<file path="src/hdl/grpe_pkg.sv">
// shared types, codes and font geometry for the glyph row pixel expander
package grpe_pkg;

	// input item kinds
	localparam logic KIND_WRITE  = 1'b0;
	localparam logic KIND_RENDER = 1'b1;

	// font codes, used both for font_select and for table_pick
	localparam logic [1:0] FONT_SMALL  = 2'd0;
	localparam logic [1:0] FONT_MIDDLE = 2'd1;
	localparam logic [1:0] FONT_BIG    = 2'd2;

	// configuration register indexes
	localparam logic [1:0] CFG_FONT_SELECT = 2'd0;
	localparam logic [1:0] CFG_FORE_COLOR  = 2'd1;
	localparam logic [1:0] CFG_BG_COLOR    = 2'd2;

	// reset values of the configuration registers
	localparam logic [15:0] FORE_COLOR_RESET = 16'hFFFF;
	localparam logic [15:0] BG_COLOR_RESET   = 16'h0000;

	// first printable character code
	localparam logic [7:0] FIRST_CODE = 8'd32;

	// glyph heights in rows
	localparam logic [4:0] SMALL_H  = 5'd16;
	localparam logic [4:0] MIDDLE_H = 5'd20;
	localparam logic [4:0] BIG_H    = 5'd26;

	// rightmost column of each font
	localparam logic [3:0] SMALL_LAST_COL  = 4'd7;
	localparam logic [3:0] MIDDLE_LAST_COL = 4'd11;
	localparam logic [3:0] BIG_LAST_COL    = 4'd15;

	// one glyph row handed to the pixel serializer
	typedef struct packed {
		logic        printable;
		logic [1:0]  font;
		logic [15:0] bits;
	} row_load_t;

	// glyph height of a font; unknown font reads as zero rows
	function automatic logic [4:0] font_height(input logic [1:0] font);
		logic [4:0] h;
		unique case (font)
			FONT_SMALL:  h = SMALL_H;
			FONT_MIDDLE: h = MIDDLE_H;
			FONT_BIG:    h = BIG_H;
			default:     h = 5'd0;
		endcase
		return h;
	endfunction

	// rightmost column of a font
	function automatic logic [3:0] font_last_col(input logic [1:0] font);
		logic [3:0] c;
		unique case (font)
			FONT_SMALL:  c = SMALL_LAST_COL;
			FONT_MIDDLE: c = MIDDLE_LAST_COL;
			default:     c = BIG_LAST_COL;
		endcase
		return c;
	endfunction

	// mirror a byte so the leftmost pixel lands in the top bit
	function automatic logic [7:0] reverse8(input logic [7:0] b);
		logic [7:0] r;
		for (int i = 0; i < 8; i++) begin
			r[i] = b[7 - i];
		end
		return r;
	endfunction

endpackage

</file>
<file path="src/hdl/grpe_serializer.sv">
// row buffer and pixel serializer with output register
module grpe_serializer (
	input  logic                clk,
	input  logic                arst_n,
	input  logic                load_valid,
	input  grpe_pkg::row_load_t load,
	output logic                load_ready,
	input  logic [15:0]         fore_color,
	input  logic [15:0]         bg_color,
	output logic                out_valid,
	input  logic                out_stall,
	output logic [15:0]         pixel_color,
	output logic [3:0]          pixel_column,
	output logic                last_in_row
);

	logic        busy_q;
	logic        print_q;
	logic [15:0] bits_q;
	logic [3:0]  col_q;
	logic [3:0]  last_col_q;

	logic out_free;
	logic emit;
	logic end_row;
	logic take;

	// handshake between row buffer and output register
	always_comb begin
		out_free   = !out_valid || !out_stall;
		emit       = busy_q && out_free;
		end_row    = emit && (col_q == last_col_q);
		load_ready = !busy_q || end_row;
		take       = load_valid && load_ready;
	end

	// row buffer control
	always_ff @(posedge clk or negedge arst_n) begin
		if (!arst_n) begin
			busy_q <= 1'b0;
		end else if (take) begin
			busy_q <= 1'b1;
		end else if (end_row) begin
			busy_q <= 1'b0;
		end
	end

	// row buffer payload, bits kept leftmost pixel first
	always_ff @(posedge clk) begin
		if (take) begin
			print_q    <= load.printable;
			col_q      <= 4'd0;
			last_col_q <= grpe_pkg::font_last_col(load.font);
			if (load.font == grpe_pkg::FONT_SMALL) begin
				bits_q <= {grpe_pkg::reverse8(load.bits[7:0]), 8'h00};
			end else begin
				bits_q <= load.bits;
			end
		end else if (emit) begin
			bits_q <= {bits_q[14:0], 1'b0};
			col_q  <= col_q + 4'd1;
		end
	end

	// output register valid
	always_ff @(posedge clk or negedge arst_n) begin
		if (!arst_n) begin
			out_valid <= 1'b0;
		end else if (out_free) begin
			out_valid <= emit;
		end
	end

	// output register payload
	always_ff @(posedge clk) begin
		if (emit) begin
			pixel_color  <= (print_q && bits_q[15]) ? fore_color : bg_color;
			pixel_column <= col_q;
			last_in_row  <= (col_q == last_col_q);
		end
	end

endmodule

</file>
<file path="config.mk">
export PLATFORM = sky130hd
export DESIGN_NAME = grpe_serializer
export DESIGN_NICKNAME = d
export VERILOG_FILES = /design/src/hdl/grpe_pkg.sv /design/src/hdl/grpe_serializer.sv
export SDC_FILE = /design/constraint.sdc
export NUM_CORES = 1
export LEC_CHECK = 0
export BUFFER_PORTS_ARGS = -buffer_cell sky130_fd_sc_hd__buf_2
export CAP_MARGIN = 15
export CORE_MARGIN = 4
export CORE_UTILIZATION = 48
export CTS_CLUSTER_DIAMETER = 150
export CTS_CLUSTER_SIZE = 8
export DETAILED_ROUTE_END_ITERATION = 6
export GPL_TIMING_DRIVEN = 0
export PLACE_DENSITY = 0.78
export SLEW_MARGIN = 10
export SYNTH_ARGS = -nofsm -noshare
export SYNTH_HDL_FRONTEND = slang
export SYNTH_SLANG_ARGS = --single-unit
export TNS_END_PERCENT = 100
</file>
<file path="constraint.sdc">
create_clock -name clk -period 3 [get_ports clk]
set_clock_uncertainty 0.15 [all_clocks]
set_input_delay 0.3 -clock clk [delete_from_list [all_inputs] [get_ports clk]]
set_output_delay 0.3 -clock clk [all_outputs]
set_load 0.05 [all_outputs]
</file>
==> results.md <==
- Status: finished clean
- DR DRC count: 0
- Setup TNS: 0 ns
- Vias per cell: 4.79
- Footprint of the multi-input gates: 676 um^2
- Skew-Pair Late Insertion Delay: 0.29 ns
- Rows: 23
- Flops & latches, synth: 46
- Post-synthesis simple-gate area fraction: 6.09%
- Worst-path fanout max: 12
- Startpoint Class: flip-flop
- Pwr/cell area: 664 mW/mm^2
- WL met1: 1510 um
- Largest family of logic cells by synthesized area: multiplexers
- Seq/Total Area, Yosys: 64.8%
- Max_slew headroom: 60.3%
- Remaining global-route overflow: 0
- H-tree depth: 2
- Vias in the first global route: 1,376
- Wire length on met3: 392 um
- Placed cell area: 0.00252 mm^2
- Share of cells above drive strength 1: 60.4%
- CTS root buf: clkbuf_8
- Initial antenna violation count: 0
- Area Overhead vs Synth: 27.1%
- Top Ports: 78
- Worst hold path class: input port to flip-flop
- Initial core utilization: 50.6%
- Die Wd: 73.4 um
- Mux share of post-synthesis cell area: 22.5%
- Crit path required time: 2.89 ns
- Final HPWL DP: 2960 um
- Via count: 1,255
- Final setup vio count: 0
- Synthesized instance count: 125
- All-layer global routing usage: 15.1%
- Antenna diodes: 0
- WL per Instance: 14.4 um
- First-pass GRT wire length: 6090 um
- Setup Crit Path Kind: flip-flop to flip-flop
- Worst setup EP type: flip-flop
- Gpl congestion: 0.747
- Antenna-violating nets left: 0
- Worst slew pin tran: 0.594 ns
- Top Metal Used: met4
- Num Clock Sinks: 46
- DR WL met2: 1770 um
- Synth Area in XOR/XNOR: 1.71%
- Core footprint: 0.00406 mm^2
- RSZ-0062 raised after global routing: false
- Die height: 73.4 um
- Number of fill cells in the layout: 320
- Fmax: 0.492 GHz
- Area fraction in compound gates after synthesis: 1.83%
- MaxCap Viol Count: 0
- Pins Over Slew Limit: 0
- Nets@finish: 267
- Port Buffers: 77
- Mapped cell area: 0.00205 mm^2
- Finished Cell Area: 0.00261 mm^2
- Hold Fails Final Rpt: 0
- Die area: 0.00539 mm^2
- Clock slew at reported path FFs: 0.08 ns
- Yosys synthesis warning count: 0
- Drt first pass iters: 4
- Largest net degree at the start of global routing: 19
- Tmin final: 2.03 ns
- Register area: 0.00133 mm^2
- Static leakage: 1.10 nW
- Post-Synth Adder-Cell Area: 0.609%
- Syn_area_per_cell: 16.4 um^2
- Routed WL: 3760 um
- Final Cycle Share: 67.8%
- Unique masters post-synth: 25
- TritonCTS Buffers: 5
- Worst vdd ir: 385 uV
- Worst Path Arrival: 1.93 ns
- CTS tree: done
- Syn_nets: 181
- Clk buf depth: 2
- Initial DRC Count: 53
==> stage by stage <==
| step | util (%) | hold WS [ns] | std cells | setup slack (ns) | total power, mW |
|---|---|---|---|---|---|
| after floorplan | - | -0.146 | 125 | 0.0732 | 1.27 |
| after global placement | 61.6 | -0.0665 | 252 | -0.296 | 1.38 |
| after detailed placement | 62.0 | -0.0649 | 253 | 0.698 | 1.40 |
| after CTS | 64.3 | 0.0201 | 262 | 0.939 | 1.76 |
| after global routing | 64.3 | 0.00663 | 262 | 0.858 | 1.83 |
| final | 64.3 | 0.0312 | 262 | 0.966 | 1.73 |
==> worst max-delay path, stage by stage (launching register included) <==
cell      delay [ns]
edfxtp_1        0.39
xnor2_1         0.25
a41o_1          0.24
and2_4          0.15
buf_6           0.15
buf_12          0.15
mux2_4          0.31
==> synth_stat cells, drive strengths merged <==
master  number  area, um^2
a32o         1        10.0
and2         1        8.76
xnor2        2        17.5
nor2         3        11.3
edfxtp      40        1200
clkbuf       2        7.51
nor2b        7        43.8
a41o         1        10.0
dfrtp        2        50.1
o21ai        1        5.00
nand2        6        22.5
or2b         1        7.51
buf          2        31.3
mux2        39         462
and3         2        12.5
inv          3        11.3
a21oi        1        5.00
nand2b       1        6.26
xor2         2        17.5
a21boi       1        7.51
dfxtp        4        80.1
nand4        2        12.5
ha           1        12.5
==> cell usage in the layout, fill, tap and decap left out, types with 2 or more instances in the layout <==
master | synthesis | layout
buf_6 | 1 | 2
inv_1 | 3 | 3
edfxtp_1 | 40 | 40
nor2b_1 | 7 | 7
buf_2 | 0 | 77
mux2_4 | 6 | 6
clkbuf_8 | 0 | 5
nor2_1 | 3 | 3
and3_1 | 2 | 2
dfxtp_1 | 4 | 4
xor2_1 | 2 | 2
nand2_1 | 6 | 6
nand4_1 | 2 | 2
dfrtp_1 | 2 | 2
clkbuf_1 | 2 | 3
clkinv_2 | 0 | 2
xnor2_1 | 2 | 2
mux2_2 | 33 | 33
==> kinds of logic (layout without fill, tap and decap cells) <==
group,count (synthesis),after routing
xor+xnor,4,4
mux,39,39
fa+ha+maj,1,1
flops,46,46
simple gates,23,23
buf+inv,7,94
compound gates,5,5
==> report_power, final <==
group	switching (mW)	total [mW]	internal (mW)	leakage [nW]
logic	0.299	0.486	0.188	0.617
clock network	0.191	0.353	0.161	0.0450
registers	0.0494	0.894	0.844	0.442
total	0.539	1.73	1.19	1.10
==> path summary, 6_finish.rpt <==
check / from / end / slack (ns) / cells after the start
worst max-delay path: last_col_q[3] / bits_q[12] / 0.97 / 6
worst min-delay path: load[18] / print_q / 0.03 / 1
worst max register to register: last_col_q[3] / bits_q[12] / 0.97 / 6
worst min register to register: busy_q / out_valid / 0.34 / 2
max in group asynchronous: arst_n / out_valid / 2.43 / 2
min in group asynchronous: arst_n / busy_q / 0.18 / 2
==> sequential cells by signal, summed over array words and instances (netlist names) <==
register      flops
print_q           1
last_col_q        2
out_valid         1
pixel_column      4
busy_q            1
last_in_row       1
pixel_color      16
col_q             4
bits_q           16
==> area by class of cell <==
cell class	instances	area share, %
Buffer	4	1.49
Multi-Input combinational cell	72	25.9
Sequential cell	46	51.0
Clock inverter	2	0.384
Inverter	3	0.432
Tap cell	50	2.40
Timing Repair Buffer	79	15.6
Clock buffer	6	2.78
==> timing repair <==
| action | in CTS | in global routing |
|---|---|---|
| hold endpoints to repair | 2 | 0 |
| setup buffers | 0 | 0 |
| hold buffers | 1 | 0 |
| gates resized for setup | 0 | 0 |
==> per-layer routing <==
layer  track usage (%)  up-vias
met5                 0        -
met4              6.64        0
met3              5.20        7
met2              25.2       60
met1              17.5      553
li1                  -      635
No activity file was read; power rests on OpenSTA's default activity.
